**config.mk**
```make
export PLATFORM = sky130hd
export DESIGN_NAME = pidsic_cfg
export DESIGN_NICKNAME = d
export VERILOG_FILES = /design/src/rtl/core/pidsic_pkg.sv /design/src/rtl/core/pidsic_cfg.sv
export SDC_FILE = /design/constraint.sdc
export NUM_CORES = 1
export LEC_CHECK = 0
export ABC_AREA = 1
export BUFFER_PORTS_ARGS = -buffer_cell sky130_fd_sc_hd__buf_2
export CAP_MARGIN = 20
export CORE_MARGIN = 5
export CORE_UTILIZATION = 25
export DETAILED_ROUTE_END_ITERATION = 8
export PLACE_DENSITY = 0.48
export SKIP_CTS_REPAIR_TIMING = 1
export SYNTH_ARGS = -nofsm -noshare
export SYNTH_HDL_FRONTEND = slang
export SYNTH_SLANG_ARGS = --single-unit
```
**constraint.sdc**
```tcl
create_clock -name clk -period 1.1 [get_ports clk]
set_clock_uncertainty 0.1 [all_clocks]
set_input_delay 0.11 -clock clk [delete_from_list [all_inputs] [get_ports clk]]
set_output_delay 0.11 -clock clk [all_outputs]
set_load 0.01 [all_outputs]
```
**src/rtl/core/pidsic_pkg.sv**
```systemverilog
package pidsic_pkg;

    localparam int DataW = 32;
    localparam int GainW = 24;
    localparam int LimW  = 31;
    localparam int AddrW = 5;
    localparam int FracW = 16;
    localparam int DiffW = DataW + 1;
    localparam int ProdW = GainW + 1 + DiffW;
    localparam int AccW  = ProdW + 2;

    localparam logic [LimW-1:0] LimReset = 31'd13107200;

    typedef enum logic [2:0] {
        REG_KP   = 3'd0,
        REG_KI   = 3'd1,
        REG_KD   = 3'd2,
        REG_LIM  = 3'd3,
        REG_MODE = 3'd4
    } reg_idx_t;

    typedef struct packed {
        logic [GainW-1:0] kp;
        logic [GainW-1:0] ki;
        logic [GainW-1:0] kd;
        logic [LimW-1:0]  lim;
        logic             clamp;
    } cfg_t;

    typedef struct packed {
        logic signed [DataW-1:0] e;
        logic signed [DiffW-1:0] d;
        logic signed [DiffW-1:0] s;
    } terms_t;

endpackage

```
**src/rtl/core/pidsic_cfg.sv**
```systemverilog
module pidsic_cfg
    import pidsic_pkg::*;
(
    input  logic             clk,
    input  logic             rst_n,
    input  logic             psel,
    input  logic             penable,
    input  logic             pwrite,
    input  logic [AddrW-1:0] paddr,
    input  logic [31:0]      pwdata,
    output logic [31:0]      prdata,
    output logic             pready,
    output cfg_t             cfg
);

    cfg_t     cfg_reg;
    reg_idx_t idx;
    logic     wr_en;

    assign idx    = reg_idx_t'(paddr[AddrW-1:2]);
    assign wr_en  = psel && penable && pwrite;
    assign pready = 1'b1;
    assign cfg    = cfg_reg;

    always_ff @(posedge clk or negedge rst_n)
    begin
        if (!rst_n)
        begin
            cfg_reg.kp    <= '0;
            cfg_reg.ki    <= '0;
            cfg_reg.kd    <= '0;
            cfg_reg.lim   <= LimReset;
            cfg_reg.clamp <= 1'b1;
        end
        else if (wr_en)
        begin
            unique case (idx)
                REG_KP:   cfg_reg.kp    <= pwdata[GainW-1:0];
                REG_KI:   cfg_reg.ki    <= pwdata[GainW-1:0];
                REG_KD:   cfg_reg.kd    <= pwdata[GainW-1:0];
                REG_LIM:  cfg_reg.lim   <= pwdata[LimW-1:0];
                REG_MODE: cfg_reg.clamp <= pwdata[0];
                default:  ;
            endcase
        end
    end

    always_comb
    begin
        unique case (idx)
            REG_KP:   prdata = {{(32-GainW){1'b0}}, cfg_reg.kp};
            REG_KI:   prdata = {{(32-GainW){1'b0}}, cfg_reg.ki};
            REG_KD:   prdata = {{(32-GainW){1'b0}}, cfg_reg.kd};
            REG_LIM:  prdata = {{(32-LimW){1'b0}}, cfg_reg.lim};
            REG_MODE: prdata = {31'd0, cfg_reg.clamp};
            default:  prdata = '0;
        endcase
    end

endmodule

```
* After elaboration in Yosys (flattened, before gate mapping)
Index checks and enable logic that the tools add are counted.
W data, S select, Z words.
** Cells by class
- Equality and inequality tests :: 4
- Muxes and demuxes :: 1
- Reduce and logical (&&, ||, !) cells :: 8
** Operators by type and width (count)
- $pmux W31 S5 :: 1
- $reduce_and A2 Y1 :: 5
- $eq A3 B2 Y1 const B :: 2
- $eq A3 B1 Y1 const B :: 1
- $eq A3 B3 Y1 const B :: 1
- $logic_not A3 Y1 :: 1
- $logic_and A1 B1 Y1 :: 2
** Storage, ports and cells
- Bits in registers :: 104
- Input bits :: 42
- Output and inout bits :: 137
- Logic and storage cells :: 18

* Depth between registers and ports, before layout
Gate-level depths: netlist (run 1).
- Depth after elaboration :: 3
- Mapped depth :: 9
- Depth with buffers taken out :: 6

* Worst setup path after synthesis (run 1)
No wires, ideal clock.
- Path type :: input to register
- From :: in paddr[4]
- To :: reg cfg_reg, in the netlist cfg[43]
- Setup time :: 0.126 ns
- Arrival :: 0.880 ns
- Setup slack :: -0.006 ns
- Stages :: 9
- Cell sequence :: inv_2 buf_4 nand3_2 inv_2 nand2_2 buf_6 buf_6 nand2_1 o21ai_0
** On the way
- Word-level cells in the longest chain between the ends :: 2
** RTL lines
- start: declaration :: line pidsic_cfg.sv:9 : input logic [AddrW-1:0] paddr,
- $eq A3 B2 Y1 :: line pidsic_cfg.sv:37 : unique case (idx)
- $reduce_and A2 Y1 (no line)
- end: declaration :: line pidsic_cfg.sv:16 : cfg_t cfg_reg;
Every way passes these cells.
A chain may end at the register's enable or synchronous reset.

* Worst setup path after layout (run 1)
- From :: reg cfg_reg, in the netlist cfg[0]
- To :: out prdata[0]
** On the way
- Word-level cells in the longest chain between the ends :: 1
** RTL lines
- $pmux W31 S5 :: line pidsic_cfg.sv:50 : unique case (idx)
- end: declaration :: line pidsic_cfg.sv:11 : output logic [31:0] prdata,
Every way passes these cells.

==> results.cfg, run 1 <==
[status]
status = finished with violations
violations = setup timing

[setup_path]
cp-end-kind = primary output
slowest_delay_ns = 0.54
critPathTopFamily = flip-flops
crit_type = flip-flop to primary output
cp_num_buf_inv = 2
arrival_ns = 1.26
slowest_stage = dfstp_2
path_cells = nand3_2 -> o21ai_1 -> inv_1 -> nand2_2 -> buf_6
worstPathMaxFanout = 2
cp.required_ns = 0.89
cp-start-kind = flip-flop

[drt]
maxUsedRoutingLayer = met4
dr.pass1.iters = 4
wl_per_cell_um = 14.8
wl_met1_um = 7610
via_count = 4708
drt-initial-drc-count = 217
wl_um = 16600
wl_met2_um = 7980
vias_per_cell = 4.18
route.met3.wl_um = 885
antenna_left = 0
drcViolationCount = 0

[clock_tree]
numCtsBuffers = 9
cts_sinks = 104
clk_pin_slew_ns = 0.07
cts_root_buf = clkbuf_16
cts_buffer_depth = 2
cts_tree = done
clk_latency_ns = 0.34
htreeDepth = 3

[cells_and_area]
fillers = 2014
largest_reg_flops = 104
final_util_pct = 40.7
diodes = 0
nets = 899
fin_cells = 1127
layout-area-overhead-vs-synth_pct = 62.1
drive_above_1_share_pct = 39.2

[global_route]
grt_pass1_wl_um = 24100
grt_start_max_net_pins = 49
first_global_vias = 4271
antenna_found_initial = 0
grt_use_total_pct = 13.9
overflow = 0

[synthesis]
syn_avg_cell_area_sq_um = 8.07
synth_area_leaders = dfrtp_1 52%, nand2_1 10%, o21ai_0 8.8%
yosysMostFrequentCell = nand2_1
postSynthCellCount = 600
yosysWarnings = 0
synth_top_area_cell = dfrtp_1
synthFlopType = dfrtp_1
synth.net_count = 642
synthTopCellsByCount = 130 x nand2_1, 105 x inv_1, 100 x dfrtp_1
seq_area_frac_synth_pct = 53.9
synth.distinct_cells = 22
synthArstFlopShare_pct = 100
ys_ff_latch = 104
syn-cell-area_sq_um = 4840
synth_edf_count = 0
post-synth-top-area-fraction_pct = 51.7

[floorplan]
die_w_um = 149
rows = 51
die_h_um = 149
initial_core_util_pct = 25.1
die-area_sq_um = 22300
core_sq_um = 19300
io-pin-count = 179

[hold_path]
hold_class = primary input to flip-flop

[timing]
slew_viol_final = 0
fin_ws_ns = -0.375
setup_viol = 87
hold-worst-slack_ns = 0.0672
fmax_mhz = 678
rsz0062_at_grt = yes
finalCriticalPeriod_ns = 1.47
min_period_over_period_pct = 134
hold_viol_final = 0

[placed_design]
port_buffers = 173
dp_cells = 1039
gp_congestion = 0.760
hpwl_um = 11400

[pwr]
leakagePower_nw = 3.97
power_density_nw_per_um2 = 1640
peakVddDrop_mv = 0.704

[flow_run]
drv_cap = 0
power breakdown:
group | switching, W | total [W] | internal [W]
clock | 0.00151 | 0.00335 | 0.00184
sequential | 0.000622 | 0.00524 | 0.00462
combinational | 0.00198 | 0.00426 | 0.00229
total | 0.00411 | 0.0128 | 0.00874
area by class of cell:
cell class | count | area, sq um | share of cell area, %
inverter | 109 | 417 | 5.31
timing repair buffer | 281 | 2470 | 31.5
tap | 265 | 332 | 4.23
multi-input combinational | 352 | 1710 | 21.8
clock inverter | 6 | 67.6 | 0.861
clock buffer | 10 | 239 | 3.05
sequential | 104 | 2610 | 33.2
cell usage in the layout (no fill, tap or decap):
master / instances
buf_2: 106
nor2_2: 15
nand2_2: 3
inv_8: 1
nor2_4: 6
clkinv_2: 1
clkinvlp_4: 2
nand3_2: 2
inv_6: 1
buf_4: 36
inv_1: 78
nand2_1: 129
o21ai_2: 8
inv_2: 30
clkinv_4: 1
buf_8: 1
a21oi_1: 21
clkbuf_4: 1
dfstp_2: 4
conb_1: 2
o21ai_1: 56
bufinv_16: 1
dfrtp_1: 100
clkbuf_8: 1
nand4_1: 1
nand3_1: 27
o21ai_0: 64
a21oi_2: 2
nand3_4: 2
clkbuf_16: 10
buf_6: 89
dlygate4sd3_1: 32
buf_12: 15
nor2_1: 14
per-stage QoR:
stage	total power, W	setup slack, ns	TNS, ns	instance area (sq um)
2_1_floorplan	0.00656	0.00444	0	4850
3_3_place_gp	0.00817	-0.232	-16.40	6270
3_5_place_dp	0.00819	-0.202	-18.03	6270
4_1_cts	0.0116	-0.449	-12.23	6580
5_1_grt	0.0136	-0.465	-16.15	7850
6_report	0.0128	-0.375	-9.96	7850
worst min-delay path: cells and delay by family:
family	cells	cell delay [ns]
simple gates	1	0.08
compound gates	1	0.07
buf+inv	2	0.24
final timing paths:
kind                                     start                   to  slack [ns]  depth (start not counted)
setup / recovery            cfg[0]$_DFFE_PN1P_            prdata[0]       -0.37                          5
min in group asynchronous                rst_n  cfg[28]$_DFFE_PN0P_        0.09                          2
max in group asynchronous                rst_n  cfg[24]$_DFFE_PN1P_        0.31                          3
hold reg to reg            cfg[60]$_DFFE_PN0P_  cfg[60]$_DFFE_PN0P_        0.41                          2
hold / removal                        paddr[4]   cfg[0]$_DFFE_PN1P_        0.07                          4
setup reg to reg           cfg[20]$_DFFE_PN1P_  cfg[20]$_DFFE_PN1P_        0.12                          3
per-layer routing:
metal | GRT usage [%] | vias up
li1 | - | 2383
met1 | 18.5 | 2201
met2 | 22.4 | 116
met3 | 3.80 | 8
met4 | 3.57 | 0
met5 | 0 | -
logic make-up after synthesis:
group	synth area share (%)
compound gates	15.9
buf+inv	13.1
flops	53.9
other cells	0.155
simple gates	17.0
Note: power is estimated with default switching activity, not from simulation.
==> run 2, diff against run 1 <==
==> constraint.sdc (replaced) <==
create_clock -name clk -period 1.1 [get_ports clk]
set_clock_uncertainty 0.1 [all_clocks]
set_input_delay 0.055 -clock clk [delete_from_list [all_inputs] [get_ports clk]]
set_output_delay 0.055 -clock clk [all_outputs]
set_load 0.01 [all_outputs]
==> results.cfg, run 2 (same netlist as run 1, synthesis figures left out) <==
[pwr]
power_density_nw_per_um2 = 1660
netSwitchingPower_w = 0.00403
p_seq_share_pct = 42.0
leakagePower_nw = 3.88
p_int_w = 0.00833
clockPowerShare_pct = 27.4
swShare_pct = 32.6
comb_power_share_pct = 30.6
peakVddDrop_mv = 0.699

[drt]
drt-initial-drc-count = 203
wl_per_cell_um = 14.5
antenna_left = 0
wl_um = 16300
drcViolationCount = 0
dr.pass1.iters = 4
vias_per_cell = 4.10
via_count = 4622

[cells_and_area]
layout-area-overhead-vs-synth_pct = 54.2
largest_reg_flops = 104
fillers = 2004
diodes = 0
fin_cells = 1126
most-common-layout-cells = 138 x buf_2, 129 x nand2_1, 100 x dfrtp_1, 86 x inv_1, 68 x o21ai_0
final_util_pct = 38.8
drive_above_1_share_pct = 36.9
nets = 898
final_common_cell = buf_2

[clock_tree]
cts_sinks = 104
numCtsBuffers = 9
cts_root_buf = clkbuf_16
cts_buffer_depth = 2
cts_tree = done
htreeDepth = 3
clk_latency_ns = 0.35
clk_pin_slew_ns = 0.07

[floorplan]
die-area_sq_um = 22300
core_sq_um = 19300
initial_core_util_pct = 25.1
rows = 51
die_h_um = 149
io-pin-count = 179
die_w_um = 149

[global_route]
grt_pass1_wl_um = 24500
overflow = 0
grt_start_max_net_pins = 44
grt_use_total_pct = 14.3
antenna_found_initial = 0
first_global_vias = 4342

[setup_path]
cp.required_ns = 0.94
crit_type = flip-flop to primary output
r2r_slack_ns = 0.06
timing.rr.start = cfg[20]$_DFFE_PN1P_
rr_worst_depth = 3
r2r-end = cfg[20]$_DFFE_PN1P_
worstPathMaxFanout = 2
cp-start-kind = flip-flop
arrival_ns = 1.27
cp-end-kind = primary output

[placed_design]
place_ws_ns = -0.140
gp_congestion = 0.788
hpwl_um = 11900
port_buffers = 173
dp_cells = 1039

[timing]
hold-worst-slack_ns = -0.0117
fin_ws_ns = -0.322
fmax_mhz = 703
min_period_over_period_pct = 129
setup_viol = 56
finalCriticalPeriod_ns = 1.42
finalSetupTns_ns = -6.78
slew_viol_final = 0
rsz0062_at_grt = yes
hold_viol_final = 8

[flow_run]
drv_cap = 0

[status]
status = finished with violations
violations = hold timing, setup timing

[hold_path]
hold_class = primary input to async pin
## run 2: per-layer routing
metal / wire length, um / GRT usage, % / up-vias
li1: - / - / 2378
met1: 7850 / 19.5 / 2132
met2: 7480 / 22.5 / 100
met3: 769 / 3.28 / 12
met4: 216 / 4.62 / 0
met5: 0 / 0 / -
## run 2: area by class of cell
class / instances / area [sq um] / share of cell area (%)
Timing Repair Buffer: 280 / 2150 / 28.8
Multi-Input combinational cell: 352 / 1660 / 22.2
Clock inverter: 7 / 82.6 / 1.11
Clock buffer: 9 / 225 / 3.02
Tap cell: 265 / 332 / 4.44
Sequential cell: 104 / 2610 / 34.9
Inverter: 109 / 412 / 5.51
## run 2: worst max-delay path, stage by stage, from the launching register on
cell,delay (ns)
dfstp_2,0.55
inv_2,0.05
nor2_2,0.08
a21oi_1,0.04
nand2_1,0.07
buf_2,0.13
## run 2: worst max path at each step
stage / startpoint / endpoint / slack [ns]
CTS: cfg[0]$_DFFE_PN1P_ / prdata[0] / -0.36
detailed placement: pwrite / cfg[87]$_DFFE_PN0P_ / -0.14
finish: cfg[20]$_DFFE_PN1P_ / prdata[19] / -0.32
global placement: paddr[4] / prdata[11] / -0.12
global route: cfg[20]$_DFFE_PN1P_ / prdata[19] / -0.38
floorplan: paddr[4] / cfg[43]$_DFFE_PN0P_ / 0.05
## run 2: per-stage QoR
stage	area (sq um)	power, W	hold slack, ns
CTS	6520	0.0116	-0.573
detailed placement	6220	0.00812	-0.177
global route	7470	0.0132	0.00677
global placement	6220	0.00811	-0.178
finish	7470	0.0124	-0.0117
floorplan	4840	0.00656	-0.341
## run 2: power groups by stage
stage	combinational [W]	clock [W]	sequential (W)
2_1_floorplan	0.00102	0	0.00554
3_3_place_gp	0.00288	0	0.00522
3_5_place_dp	0.00290	0	0.00522
4_1_cts	0.00290	0.00353	0.00516
5_1_grt	0.00420	0.00367	0.00531
6_report	0.00378	0.00339	0.00520
==> run 3, diff against run 2 <==
Settings changed: SETUP_SLACK_MARGIN from default to 0.1.
==> results.cfg, run 3 (same netlist as run 1, synthesis figures left out) <==
[clock_tree]
clk_pin_slew_ns = 0.07
cts_tree = done
cts_sinks = 104
clk_latency_ns = 0.35
cts_buffer_depth = 2
numCtsBuffers = 9
cts_root_buf = clkbuf_16
htreeDepth = 3

[cells_and_area]
nets = 899
layout-area-overhead-vs-synth_pct = 59.6
largest_reg_flops = 104
final_common_cell = nand2_1
diodes = 0
drive_above_1_share_pct = 37.9
fin_cells = 1127
final_cell_area_sq_um = 7730
most-common-layout-cells = 129 x nand2_1, 115 x buf_2, 100 x dfrtp_1, 85 x inv_1, 82 x buf_6

[drt]
wl_per_cell_um = 14.8
wl_um = 16700
vias_per_cell = 4.19
via_count = 4717
drt-initial-drc-count = 288
antenna_left = 0
drcViolationCount = 0
dr.pass1.iters = 4

[status]
status = finished with violations
violations = setup timing

[setup_path]
worstPathMaxFanout = 2
cp-end-kind = primary output
cp.required_ns = 0.94
crit_type = flip-flop to primary output
cp-start-kind = flip-flop
arrival_ns = 1.27

[global_route]
antenna_found_initial = 0
grt_use_total_pct = 14.5
overflow = 0
grt_start_max_net_pins = 39
first_global_vias = 4296
grt_pass1_wl_um = 24900

[flow_run]
drv_cap = 0

[timing]
min_period_over_period_pct = 130
fin_ws_ns = -0.327
slew_viol_final = 0
finalSetupTns_ns = -6.59
finalCriticalPeriod_ns = 1.43
hold-worst-slack_ns = 0.0134
hold_viol_final = 0
setup_viol = 58
fmax_mhz = 701
rsz0062_at_grt = yes

[placed_design]
port_buffers = 173
gp_congestion = 0.760
hpwl_um = 12000
place_area_sq_um = 6270
dp_cells = 1036
place_ws_ns = -0.162

[floorplan]
die-area_sq_um = 22300
io-pin-count = 179
rows = 51
die_w_um = 149
die_h_um = 149
core_sq_um = 19300
initial_core_util_pct = 25.1

[pwr]
power_density_nw_per_um2 = 1620
peakVddDrop_mv = 0.685
leakagePower_nw = 3.96

[hold_path]
hold_class = primary input to flip-flop
-- run 3: cell count changes in the layout (fill, tap and decap cells not counted), moves of 3 or more --
cell | previous run | this run
a21oi_1 | 21 | 17
a21oi_2 | 2 | 6
buf_12 | 10 | 15
buf_2 | 138 | 115
buf_4 | 49 | 37
buf_6 | 50 | 82
clkbuf_1 | 0 | 3
inv_6 | 5 | 1
nor2_1 | 26 | 22
o21ai_0 | 68 | 62
o21ai_1 | 51 | 56
-- run 3: path summary, 6_finish.rpt --
check / end / cells past startpoint / slack (ns) / start
hold reg to reg: cfg[20]$_DFFE_PN1P_ / 2 / 0.40 / cfg[20]$_DFFE_PN1P_
hold / removal: cfg[0]$_DFFE_PN1P_ / 4 / 0.01 / paddr[4]
setup reg to reg: cfg[24]$_DFFE_PN1P_ / 3 / 0.12 / cfg[24]$_DFFE_PN1P_
max in group asynchronous: cfg[62]$_DFFE_PN0P_ / 3 / 0.35 / rst_n
setup / recovery: prdata[23] / 5 / -0.33 / cfg[24]$_DFFE_PN1P_
min in group asynchronous: cfg[25]$_DFFE_PN0P_ / 2 / 0.03 / rst_n
-- run 3: metal layers --
layer / global-route usage, % / part of all wire (%) / vias up
li1: - / - / 2376
met1: 20.2 / 46 / 2211
met2: 22.7 / 47 / 110
met3: 3.43 / 5.0 / 20
met4: 3.84 / 1.6 / 0
met5: 0 / 0 / -
-- run 3: stage by stage --
stage	util (%)	total power, W
after floorplan	-	0.00656
after global placement	32.5	0.00815
after detailed placement	32.5	0.00817
after CTS	34.0	0.0114
after global routing	40.1	0.0133
final	40.1	0.0125
-- run 3: worst max-delay path: stages, from the launching register on --
cell and delay (ns):
dfstp_2 0.55, inv_2 0.04, nor2_1 0.08, a21oi_1 0.05
nand2_1 0.07, buf_2 0.13
-- run 3: power by group --
part | total, W | internal, W | switching (W)
Sequential | 0.00525 | 0.00462 | 0.000631
Combinational | 0.00416 | 0.00222 | 0.00194
Clock | 0.00312 | 0.00167 | 0.00145
-- run 3: cell type report --
type                    count  area (sq um)
fillers                  2009         11500
flip-flops and latches    104          2610
repair buffers            281          2400
multi-input cells         352          1700
inverters                 109           409
well taps                 265           332
clock buffers              14           264
clock inverters             2          13.8
