### src/rtl/core/pidsic_pkg.sv
package pidsic_pkg;

    localparam int DataW = 32;
    localparam int GainW = 24;
    localparam int LimW  = 31;
    localparam int AddrW = 5;
    localparam int FracW = 16;
    localparam int DiffW = DataW + 1;
    localparam int ProdW = GainW + 1 + DiffW;
    localparam int AccW  = ProdW + 2;

    localparam logic [LimW-1:0] LimReset = 31'd13107200;

    typedef enum logic [2:0] {
        REG_KP   = 3'd0,
        REG_KI   = 3'd1,
        REG_KD   = 3'd2,
        REG_LIM  = 3'd3,
        REG_MODE = 3'd4
    } reg_idx_t;

    typedef struct packed {
        logic [GainW-1:0] kp;
        logic [GainW-1:0] ki;
        logic [GainW-1:0] kd;
        logic [LimW-1:0]  lim;
        logic             clamp;
    } cfg_t;

    typedef struct packed {
        logic signed [DataW-1:0] e;
        logic signed [DiffW-1:0] d;
        logic signed [DiffW-1:0] s;
    } terms_t;

endpackage

### src/rtl/core/pidsic_state.sv
module pidsic_state
    import pidsic_pkg::*;
(
    input  logic                    clk,
    input  logic                    rst_n,
    input  cfg_t                    cfg,
    input  logic                    in_valid,
    output logic                    in_ready,
    input  logic signed [DataW-1:0] setpoint,
    input  logic signed [DataW-1:0] measured,
    output logic                    terms_valid,
    input  logic                    terms_ready,
    output terms_t                  terms
);

    logic                    smp_valid_reg;
    logic signed [DataW-1:0] sp_reg;
    logic signed [DataW-1:0] ms_reg;
    logic                    mid_valid_reg;
    terms_t                  terms_reg;
    logic signed [DataW-1:0] prev_err_reg;
    logic signed [DataW-1:0] err_sum_reg;

    logic                    smp_ready;
    logic                    mid_ready;
    logic                    advance;
    logic signed [DiffW-1:0] err_wide;
    logic signed [DataW-1:0] err;
    logic signed [DiffW-1:0] diff;
    logic signed [DiffW-1:0] sum;
    logic signed [DiffW-1:0] lim_pos;
    logic signed [DiffW-1:0] lim_neg;
    logic signed [DataW-1:0] err_sum_next;

    assign mid_ready   = !mid_valid_reg || terms_ready;
    assign smp_ready   = !smp_valid_reg || mid_ready;
    assign advance     = smp_valid_reg && mid_ready;
    assign in_ready    = smp_ready;
    assign terms_valid = mid_valid_reg;
    assign terms       = terms_reg;

    always_comb
    begin
        err_wide = {sp_reg[DataW-1], sp_reg} - {ms_reg[DataW-1], ms_reg};
        if (err_wide[DataW] != err_wide[DataW-1])
            err = err_wide[DataW] ? {1'b1, {(DataW-1){1'b0}}} : {1'b0, {(DataW-1){1'b1}}};
        else
            err = err_wide[DataW-1:0];

        diff    = {err[DataW-1], err} - {prev_err_reg[DataW-1], prev_err_reg};
        sum     = {err_sum_reg[DataW-1], err_sum_reg} + {err[DataW-1], err};
        lim_pos = {{(DiffW-LimW){1'b0}}, cfg.lim};
        lim_neg = -lim_pos;

        if (cfg.clamp)
        begin
            priority if (sum > lim_pos)
                err_sum_next = lim_pos[DataW-1:0];
            else if (sum < lim_neg)
                err_sum_next = lim_neg[DataW-1:0];
            else
                err_sum_next = sum[DataW-1:0];
        end
        else if (sum[DataW] != sum[DataW-1])
            err_sum_next = sum[DataW] ? {1'b1, {(DataW-1){1'b0}}} : {1'b0, {(DataW-1){1'b1}}};
        else
            err_sum_next = sum[DataW-1:0];
    end

    always_ff @(posedge clk or negedge rst_n)
    begin
        if (!rst_n)
        begin
            smp_valid_reg <= 1'b0;
            mid_valid_reg <= 1'b0;
            prev_err_reg  <= '0;
            err_sum_reg   <= '0;
        end
        else
        begin
            if (smp_ready)
                smp_valid_reg <= in_valid;
            if (mid_ready)
                mid_valid_reg <= smp_valid_reg;
            if (advance)
            begin
                prev_err_reg <= err;
                err_sum_reg  <= err_sum_next;
            end
        end
    end

    always_ff @(posedge clk)
    begin
        if (smp_ready && in_valid)
        begin
            sp_reg <= setpoint;
            ms_reg <= measured;
        end
        if (advance)
        begin
            terms_reg.e <= err;
            terms_reg.d <= diff;
            terms_reg.s <= sum;
        end
    end

endmodule

### config.mk
export PLATFORM = sky130hd
export DESIGN_NAME = pidsic_state
export DESIGN_NICKNAME = d
export VERILOG_FILES = /design/src/rtl/core/pidsic_pkg.sv /design/src/rtl/core/pidsic_state.sv
export SDC_FILE = /design/constraint.sdc
export NUM_CORES = 1
export LEC_CHECK = 0
export BUFFER_PORTS_ARGS = -buffer_cell sky130_fd_sc_hd__buf_2
export CAP_MARGIN = 15
export CORE_UTILIZATION = 45
export CTS_CLUSTER_DIAMETER = 100
export DETAILED_ROUTE_END_ITERATION = 8
export PLACE_DENSITY_LB_ADDON = 0.05
export SETUP_SLACK_MARGIN = 0.15
export SLEW_MARGIN = 20
export SYNTH_ARGS = -nofsm -noshare
export SYNTH_HDL_FRONTEND = slang
export SYNTH_SLANG_ARGS = --single-unit
### constraint.sdc
create_clock -name clk -period 18.1 [get_ports clk]
set_input_delay 0 -clock clk [delete_from_list [all_inputs] [get_ports clk]]
set_output_delay 0 -clock clk [all_outputs]
set_load 0.03 [all_outputs]
==> Word level (Yosys, flattened, before mapping) <==
Index checks and enable logic that the tools add are counted.
{ "totals": {"reg_bits": 228, "inputBits": 172, "out_inout_bits": 100, "wordCells": 30} }
{ "op_classes": {"addsub": 4, "order_cmp": 2, "n_eq_ne": 2, "n_mux": 7, "reduce_logical": 6} }
{ "op_table": {"columns": ["operator", "count"], "rows": [
  ["$mux W32", 7],
  ["$sub A32 B32 Y33", 2],
  ["$add A32 B32 Y33", 1],
  ["$gt A33 B32 Y1", 1],
  ["$lt A33 B33 Y1", 1],
  ["$neg A31 Y33", 1],
  ["$logic_and A1 B1 Y1", 2],
  ["$logic_not A1 Y1", 2],
  ["$logic_or A1 B1 Y1", 2],
  ["$ne A1 B1 Y1", 2]
]} }

==> Depth between registers and ports, before layout <==
Gate-level depths: netlist (run 1).
{ "depth": {"ltp_word": 8, "ltp_mapped": 41, "depth_no_buf": 38} }

==> Worst setup path after synthesis (run 1) <==
Ideal clock, no wire load.
{ "synth_path": {"path_kind": "reg2reg", "start": "reg sp_reg[1]", "end": "reg err_sum_reg[13]", "setup_ns": 0.332, "arrival_time_ns": 7.495, "required_ns": 17.768, "setup_slack_ns": 10.274, "stages_incl_launch_ff": 36, "path_buffers": 2, "period_less_slack_ns": 7.826, "path_cell_list": "edfxtp_1 > ha_1 > nor2b_1 > o21a_1 > o21ai_0 > a311o_1 > nand3b_1 > a311o_1 > nand3_1 > a21oi_1 > mux2i_1 > clkbuf_1 > o21ai_0 > ha_1 > nor2b_1 > o31a_1 > a211o_1 > o211ai_1 > a211oi_1 > o21a_1 > o21a_1 > o21a_1 > nor2_1 > ha_1 > a21o_1 > a21o_1 > a21o_1 > a21oi_1 > o221ai_1 > a31o_2 > a21o_2 > a21oi_2 > nor2_1 > buf_2 > o211ai_1 > a41oi_1"} }
{ "synth_via": {"elab_chain_len": 8, "word_cells_on_any_way": 13, "cone_classes": "add/sub (2); order compare (2); eq/ne (2); mux (7)"} }
{ "synth_rtl": {"columns": ["element", "line", "rtl"], "rows": [
  ["start, declared", "pidsic_state.sv:17", "logic signed [DataW-1:0] sp_reg;"],
  ["start signal, assigned", "pidsic_state.sv:97", "sp_reg <= setpoint;"],
  ["$sub A32 B32 Y33 *", "pidsic_state.sv:44", "err_wide = {sp_reg[DataW-1], sp_reg} - {ms_reg[DataW-1], ms_reg};"],
  ["$mux W32 or $ne A1 B1 Y1 (tied branches)", "pidsic_state.sv:46, pidsic_state.sv:45", null],
  ["$mux W32 *", "pidsic_state.sv:45", "if (err_wide[DataW] != err_wide[DataW-1])"],
  ["net err[2]", "pidsic_state.sv:28", "logic signed [DataW-1:0] err;"],
  ["$add A32 B32 Y33 *", "pidsic_state.sv:51", "sum = {err_sum_reg[DataW-1], err_sum_reg} + {err[DataW-1], err};"],
  ["net sum[26]", "pidsic_state.sv:30", "logic signed [DiffW-1:0] sum;"],
  ["$lt A33 B33 Y1", "pidsic_state.sv:59", "else if (sum < lim_neg)"],
  ["$mux W32", "pidsic_state.sv:59", null],
  ["$mux W32 *", "pidsic_state.sv:57", "priority if (sum > lim_pos)"],
  ["$mux W32 *", "pidsic_state.sv:55", "if (cfg.clamp)"],
  ["end signal, assigned", "pidsic_state.sv:88", "err_sum_reg <= err_sum_next;"],
  ["end, declared", "pidsic_state.sv:22", "logic signed [DataW-1:0] err_sum_reg;"]
]} }
The timed path passes the listed nets; every way through them passes the cells marked *.
A chain may end at the register's enable or synchronous reset.

==> Worst setup path in the final report (run 1) <==
{ "layout_path": {"start": "reg sp_reg[1]", "end": "reg err_sum_reg[27]"} }
The elaborated chain is that of the path after synthesis.

==> run_results.csv, run 1 <==
group,metric,value,unit
outcome,status,"finished clean",
layout,layout_common_cells,"199 x buf_2, 162 x edfxtp_1, 158 x ha_1",
pwr,ir_drop,115,uV
critical_path,cp-start-kind,"flip-flop",
global_routing,use_met3,3.44,%
global_routing,grt_pass1_wl,67900,um
routing,drc,0,
clocking,cts_buffers,28,
critical_path,critPathTopFamily,"compound AO/OA/AOI/OAI gates",
pwr,power.leakage,8.27,nW
placed_design,placedInstanceArea,17400,um^2
critical_path,critPathRequiredTime,18.56,ns
die,start_util,46.0,%
timing,worst_pin_slew,1.21,ns
placed_design,gp_congestion,0.913,
critical_path,worstSetupPathType,"reg2reg",
yosys,synth-edff-count,162,
timing,fin_crit,10.86,ns
critical_path,crit_top_cell,"o21ai_0",
critical_path,critPathSlowestCell,"mux2_2",
die,rows,68,
global_routing,grt_util_met1,33.5,%
clocking,clk_latency,0.58,ns
clocking,tritoncts,"yes",
critical_path,crit_path_end_kind,"flip-flop",
critical_path,crit_buf_inv,3,
clocking,htreeDepth,1,
yosys,syn_inst,1623,
layout,drive_above_1_share,16.1,%
critical_path,max_stage_delay,0.65,ns
layout,nNetsFinal,2240,
layout,final_common_cell,"buf_2",
layout,diodes,0,
routing,num_vias,13400,
yosys,syn_avg_cell_area,9.85,um^2
routing,drtPass1Iterations,8,
timing,hold_viol_final,0,
timing,timing.final.max_slew_violations,0,
timing,max-slew-margin-rel,19.0,%
clocking,path_clk_slew,0.06,ns
yosys,syn_nets,1956,
yosys,ys_seq_area_share,40.7,%
yosys,synthesis.area,16000,um^2
timing,fin_setup_tns,0,ns
clocking,cts-root-buf,"clkbuf_16",
die,die_y,191,um
global_routing,grt-ovfl-total,0,
die,coreArea,34800,um^2
global_routing,met2_usage,38.9,%
hold_path,worstHoldPathType,"in2reg",
pwr,power.density,220,nW/um^2
layout,largest_register_ffs,98,
critical_path,critPathArrivalTime,11.32,ns
global_routing,grt_busiest_layer,"met2",
timing,fin_skew,0.0150,ns
global_routing,grt_pass1_vias,12700,
routing,ant_nets,0,
die,fp.dieW,191,um
timing,period_share,60.0,%
yosys,synthTopCellsByArea,"edfxtp_1 30%, ha_1 12%, dfrtp_1 10%",
yosys,yosysUniqueCellTypes,87,
clocking,clock_path_buffers,3,
routing,totalWireLength,43300,um
global_routing,grt_max_degree,89,
yosys,synth_warnings,0,
yosys,synth-seq-cells,228,
critical_path,path_depth,35,
placed_design,dp_hpwl,32500,um
critical_path,worst-path-max-fanout,32,
clocking,cts_sinks,228,
routing,viasPerCell,5.62,
yosys,synth_top_area_cell,"edfxtp_1",
global_routing,antenna_found_initial,0,
yosys,async_reset_ff_share,28.9,%
hold_path,min_path_cells,5,
timing,setup_viol_count_final,0,
global_routing,track_usage,23.8,%
timing,max_freq,92.1,MHz
job,drv_cap,0,
die,die_area,36300,um^2
placed_design,io_buffers,199,
routing,initialDrtViolationCount,804,
timing,rsz0062_at_grt,"no",
layout,area_growth,20.8,%
yosys,synthFlopType,"edfxtp_1",
yosys,synth_top_cell_area_share,30.4,%
critical_path,rr_worst_depth,35,
routing,wl_per_cell,18.2,um
layout,final_area,19300,um^2
clocking,cts_resized,0,
die,io_pins,272,
[kinds of logic after synthesis]
| family | synth area share, % |
|---|---|
| AOI/OAI and AO/OA | 21.0 |
| xor gates and xnor gates | 5.78 |
| adders and majority gates | 12.8 |
| buffers and inverters | 4.97 |
| DFF | 40.7 |
| muxes | 2.16 |
| and+or+nand+nor | 12.5 |
[tightest hold or removal path, stage by stage]
cell and delay [ns]:
buf_2 0.14, inv_1 0.09, nor3_1 0.06, a21oi_1 0.15
a221oi_1 0.10
[where the power goes]
group	total (mW)	internal [mW]	switching [mW]
logic	2.76	1.00	1.76
clock network	0.618	0.386	0.232
registers	0.878	0.810	0.0673
total	4.26	2.20	2.05
[metal layers]
layer	up-vias	part of all wire [%]
li1	6625	-
met1	6355	46
met2	363	47
met3	45	5.6
met4	0	1.4
met5	-	0
[repair_timing]
action	CTS	global route
setup buffers	0	0
hold buffers	92	0
hold endpoints to repair	153	0
[cells in the mapped netlist, types with 11 or more instances]
cell type,instances
a211oi_1,24
a21o_1,45
a21oi_1,155
a31oi_1,14
and3_1,16
clkbuf_1,31
dfrtp_1,66
edfxtp_1,162
ha_1,158
inv_1,134
mux2_2,28
nand2_1,81
nand2b_1,21
nand3_1,28
nand4_1,20
nor2_1,104
nor2b_1,15
nor3_1,45
o211ai_1,14
o21a_1,33
o21ai_0,108
o21bai_1,14
or3_1,11
xnor2_1,77
xor2_1,26
[worst paths after layout]
kind                                                   from                     endpoint  slack, ns
min in group asynchronous                             rst_n    smp_valid_reg$_DFFE_PN0N_       0.17
worst min register to register  prev_err_reg[1]$_DFFE_PN0P_  prev_err_reg[1]$_DFFE_PN0P_       0.49
worst min-delay path                                cfg[26]  err_sum_reg[25]$_DFFE_PN0P_      0.004
max in group asynchronous                             rst_n  err_sum_reg[24]$_DFFE_PN0P_      17.31
worst max-delay path                    sp_reg[1]$_DFFE_PP_  err_sum_reg[27]$_DFFE_PN0P_       7.24
worst max register to register          sp_reg[1]$_DFFE_PP_  err_sum_reg[27]$_DFFE_PN0P_       7.24
[metrics by stage]
stage | cells | worst slack, ns | total power, mW | utilization [%] | hold WS, ns
after floorplan | 1623 | 10.27 | 2.91 | - | -0.296
after CTS | 2384 | 7.27 | 4.25 | 55.5 | 0.00581
after detailed placement | 2240 | 8.21 | 3.58 | 49.9 | 0.178
after global placement | 2240 | 8.26 | 3.55 | 49.9 | 0.177
after global routing | 2384 | 6.39 | 4.61 | 55.5 | 0.0462
final | 2384 | 7.24 | 4.26 | 55.5 | 0.00389
[area by class of cell]
| type | count | area (um^2) |
|---|---|---|
| clock buffers | 37 | 774 |
| well taps | 455 | 569 |
| clock inverters | 15 | 251 |
| inverters | 136 | 515 |
| fillers | 3163 | 15500 |
| repair buffers | 302 | 2000 |
| multi-input cells | 1211 | 8680 |
| flip-flops and latches | 228 | 6520 |
(Power assumes the default switching activity.)
==> inputs of run 2 (changes only) <==
==> constraint.sdc (replaced) <==
create_clock -name clk -period 9.9 [get_ports clk]
set_input_delay 0 -clock clk [delete_from_list [all_inputs] [get_ports clk]]
set_output_delay 0 -clock clk [all_outputs]
set_load 0.03 [all_outputs]
==> run_results.csv, run 2 (same netlist as run 1, synthesis figures left out) <==
group,metric,value,unit
placed_design,placedInstanceArea,17600,um^2
global_routing,grt_pass1_vias,12800,
outcome,status,"finished clean",
critical_path,r2r_end,"err_sum_reg[2]$_DFFE_PN0P_",
clocking,path_clk_slew,0.06,ns
placed_design,gp_congestion,0.938,
timing,period_share,92.6,%
clocking,cts-root-buf,"clkbuf_16",
critical_path,worst-path-max-fanout,32,
critical_path,critPathRequiredTime,10.35,ns
timing,hold_ws,0.0351,ns
layout,layout_common_cells,"199 x buf_2, 162 x edfxtp_1, 158 x ha_1",
routing,drtPass1Iterations,5,
routing,initialDrtViolationCount,851,
clocking,cts_sinks,228,
placed_design,dp_hpwl,33200,um
global_routing,antenna_found_initial,0,
hold_path,min_path_cells,5,
clocking,clock_path_buffers,3,
critical_path,critPathArrivalTime,9.62,ns
timing,worst_pin_slew,1.13,ns
pwr,power.density,408,nW/um^2
layout,area_growth,21.5,%
hold_path,holdPathEnd,"err_sum_reg[24]$_DFFE_PN0P_",
routing,viasPerCell,5.63,
die,rows,68,
timing,fin_crit,9.17,ns
routing,totalWireLength,44000,um
timing,setup_ws,0.731,ns
layout,nNetsFinal,2269,
timing,fin_skew,0.0278,ns
clocking,tritoncts,"yes",
hold_path,worstHoldStart,"cfg[25]",
critical_path,regToRegSetupSlack,0.73,ns
timing,timing.final.max_slew_violations,0,
pwr,ir_drop,222,uV
timing,max-slew-margin-rel,24.7,%
die,coreArea,34800,um^2
critical_path,critPathSlowestCell,"a2111o_1",
job,drv_cap,0,
critical_path,worstSetupPathType,"reg2reg",
clocking,cts_buffers,28,
pwr,power.leakage,8.37,nW
timing,max_freq,109,MHz
critical_path,rr_startpoint,"sp_reg[0]$_DFFE_PP_",
routing,num_vias,13600,
clocking,htreeDepth,1,
die,die_y,191,um
die,die_area,36300,um^2
critical_path,rr_worst_depth,33,
hold_path,worstHoldPathType,"in2reg",
layout,final_common_cell,"buf_2",
critical_path,cp-start-kind,"flip-flop",
layout,drive_above_1_share,17.1,%
critical_path,crit_path_end_kind,"flip-flop",
timing,hold_viol_final,0,
global_routing,grt_pass1_wl,68100,um
timing,fin_setup_tns,0,ns
timing,setup_viol_count_final,0,
placed_design,post-place-ws,0.531,ns
placed_design,io_buffers,199,
die,fp.dieW,191,um
global_routing,grt_max_degree,89,
global_routing,grt-ovfl-total,0,
layout,diodes,0,
layout,final_area,19400,um^2
critical_path,max_stage_delay,0.58,ns
routing,drc,0,
routing,wl_per_cell,18.2,um
clocking,clk_latency,0.58,ns
global_routing,track_usage,24.0,%
die,io_pins,272,
pwr,finalPower,7.94,mW
timing,rsz0062_at_grt,"no",
layout,largest_register_ffs,98,
die,start_util,46.0,%
routing,ant_nets,0,
-- run 2: changes by cell type in the layout (fill, tap and decap cells not counted) --
| cell | delta |
|---|---|
| clkinv_2 | -1 |
| buf_6 | -1 |
| clkinv_1 | +1 |
| a21oi_1 | -1 |
| inv_6 | +1 |
| mux2_4 | +1 |
| clkinv_4 | +1 |
| clkbuf_8 | -3 |
| clkbuf_1 | +4 |
| buf_4 | +30 |
| a21oi_2 | +1 |
| bufinv_16 | -3 |
| mux2_2 | -1 |
-- run 2: worst max-delay path by stage --
stage                        start                          end  slack [ns]  cells after the start
6_report       sp_reg[0]$_DFFE_PP_   err_sum_reg[2]$_DFFE_PN0P_        0.73                     33
5_1_grt        sp_reg[0]$_DFFE_PP_   err_sum_reg[2]$_DFFE_PN0P_        0.17                     33
4_1_cts        sp_reg[1]$_DFFE_PP_  err_sum_reg[22]$_DFFE_PN0P_        0.43                     33
3_5_place_dp   sp_reg[1]$_DFFE_PP_   err_sum_reg[2]$_DFFE_PN0P_        0.53                     30
3_3_place_gp   sp_reg[1]$_DFFE_PP_   err_sum_reg[2]$_DFFE_PN0P_        0.70                     30
2_1_floorplan  sp_reg[1]$_DFFE_PP_  err_sum_reg[13]$_DFFE_PN0P_        2.07                     35
-- run 2: timing repair --
action / CTS / global route
gates resized for setup: 0 / 2
setup endpoints to repair: 0 / 30
endpoints found under the hold margin: 155 / 0
hold buffers: 92 / 0
buffers inserted: 0 / 2
-- run 2: worst max-delay path, delay by kind of cell, from the launching register on --
family                   cells  cell delay, ns
AO/OA/AOI/OAI               16            4.52
multiplexers                 1            0.36
adder cells (fa/ha/maj)      4            1.21
AND/OR/NAND/NOR              9            2.11
buffers and inverters        3            0.44
flip-flops                   1            0.36
-- run 2: report_power, final --
| group | internal [mW] | switching, mW |
|---|---|---|
| combinational | 2.03 | 3.27 |
| clock | 0.610 | 0.416 |
| sequential | 1.48 | 0.124 |
| total | 4.12 | 3.81 |
-- run 2: metrics by stage --
stage / std cells / utilization (%)
2_1_floorplan: 1623 / -
3_3_place_gp: 2267 / 50.5
3_5_place_dp: 2267 / 50.5
4_1_cts: 2411 / 55.8
5_1_grt: 2413 / 55.9
6_report: 2413 / 55.9
-- run 2: metal layers --
metal  routed length (um)  GRT usage (%)  up-vias  part of all wire (%)
li1                     -              -     6684                     -
met1                19800           33.0     6522                    45
met2                20800           39.5      343                    47
met3                 2630           3.99       47                   6.0
met4                  709           5.23        0                   1.6
met5                    0              0        -                     0
-- run 2: cell type report --
| class | instances | area, um^2 |
|---|---|---|
| fill | 3199 | 15400 |
| multi-input combinational | 1211 | 8690 |
| sequential | 228 | 6520 |
| timing repair buffer | 331 | 2220 |
| clock buffer | 38 | 748 |
| tap | 455 | 569 |
| inverter | 136 | 515 |
| clock inverter | 14 | 178 |
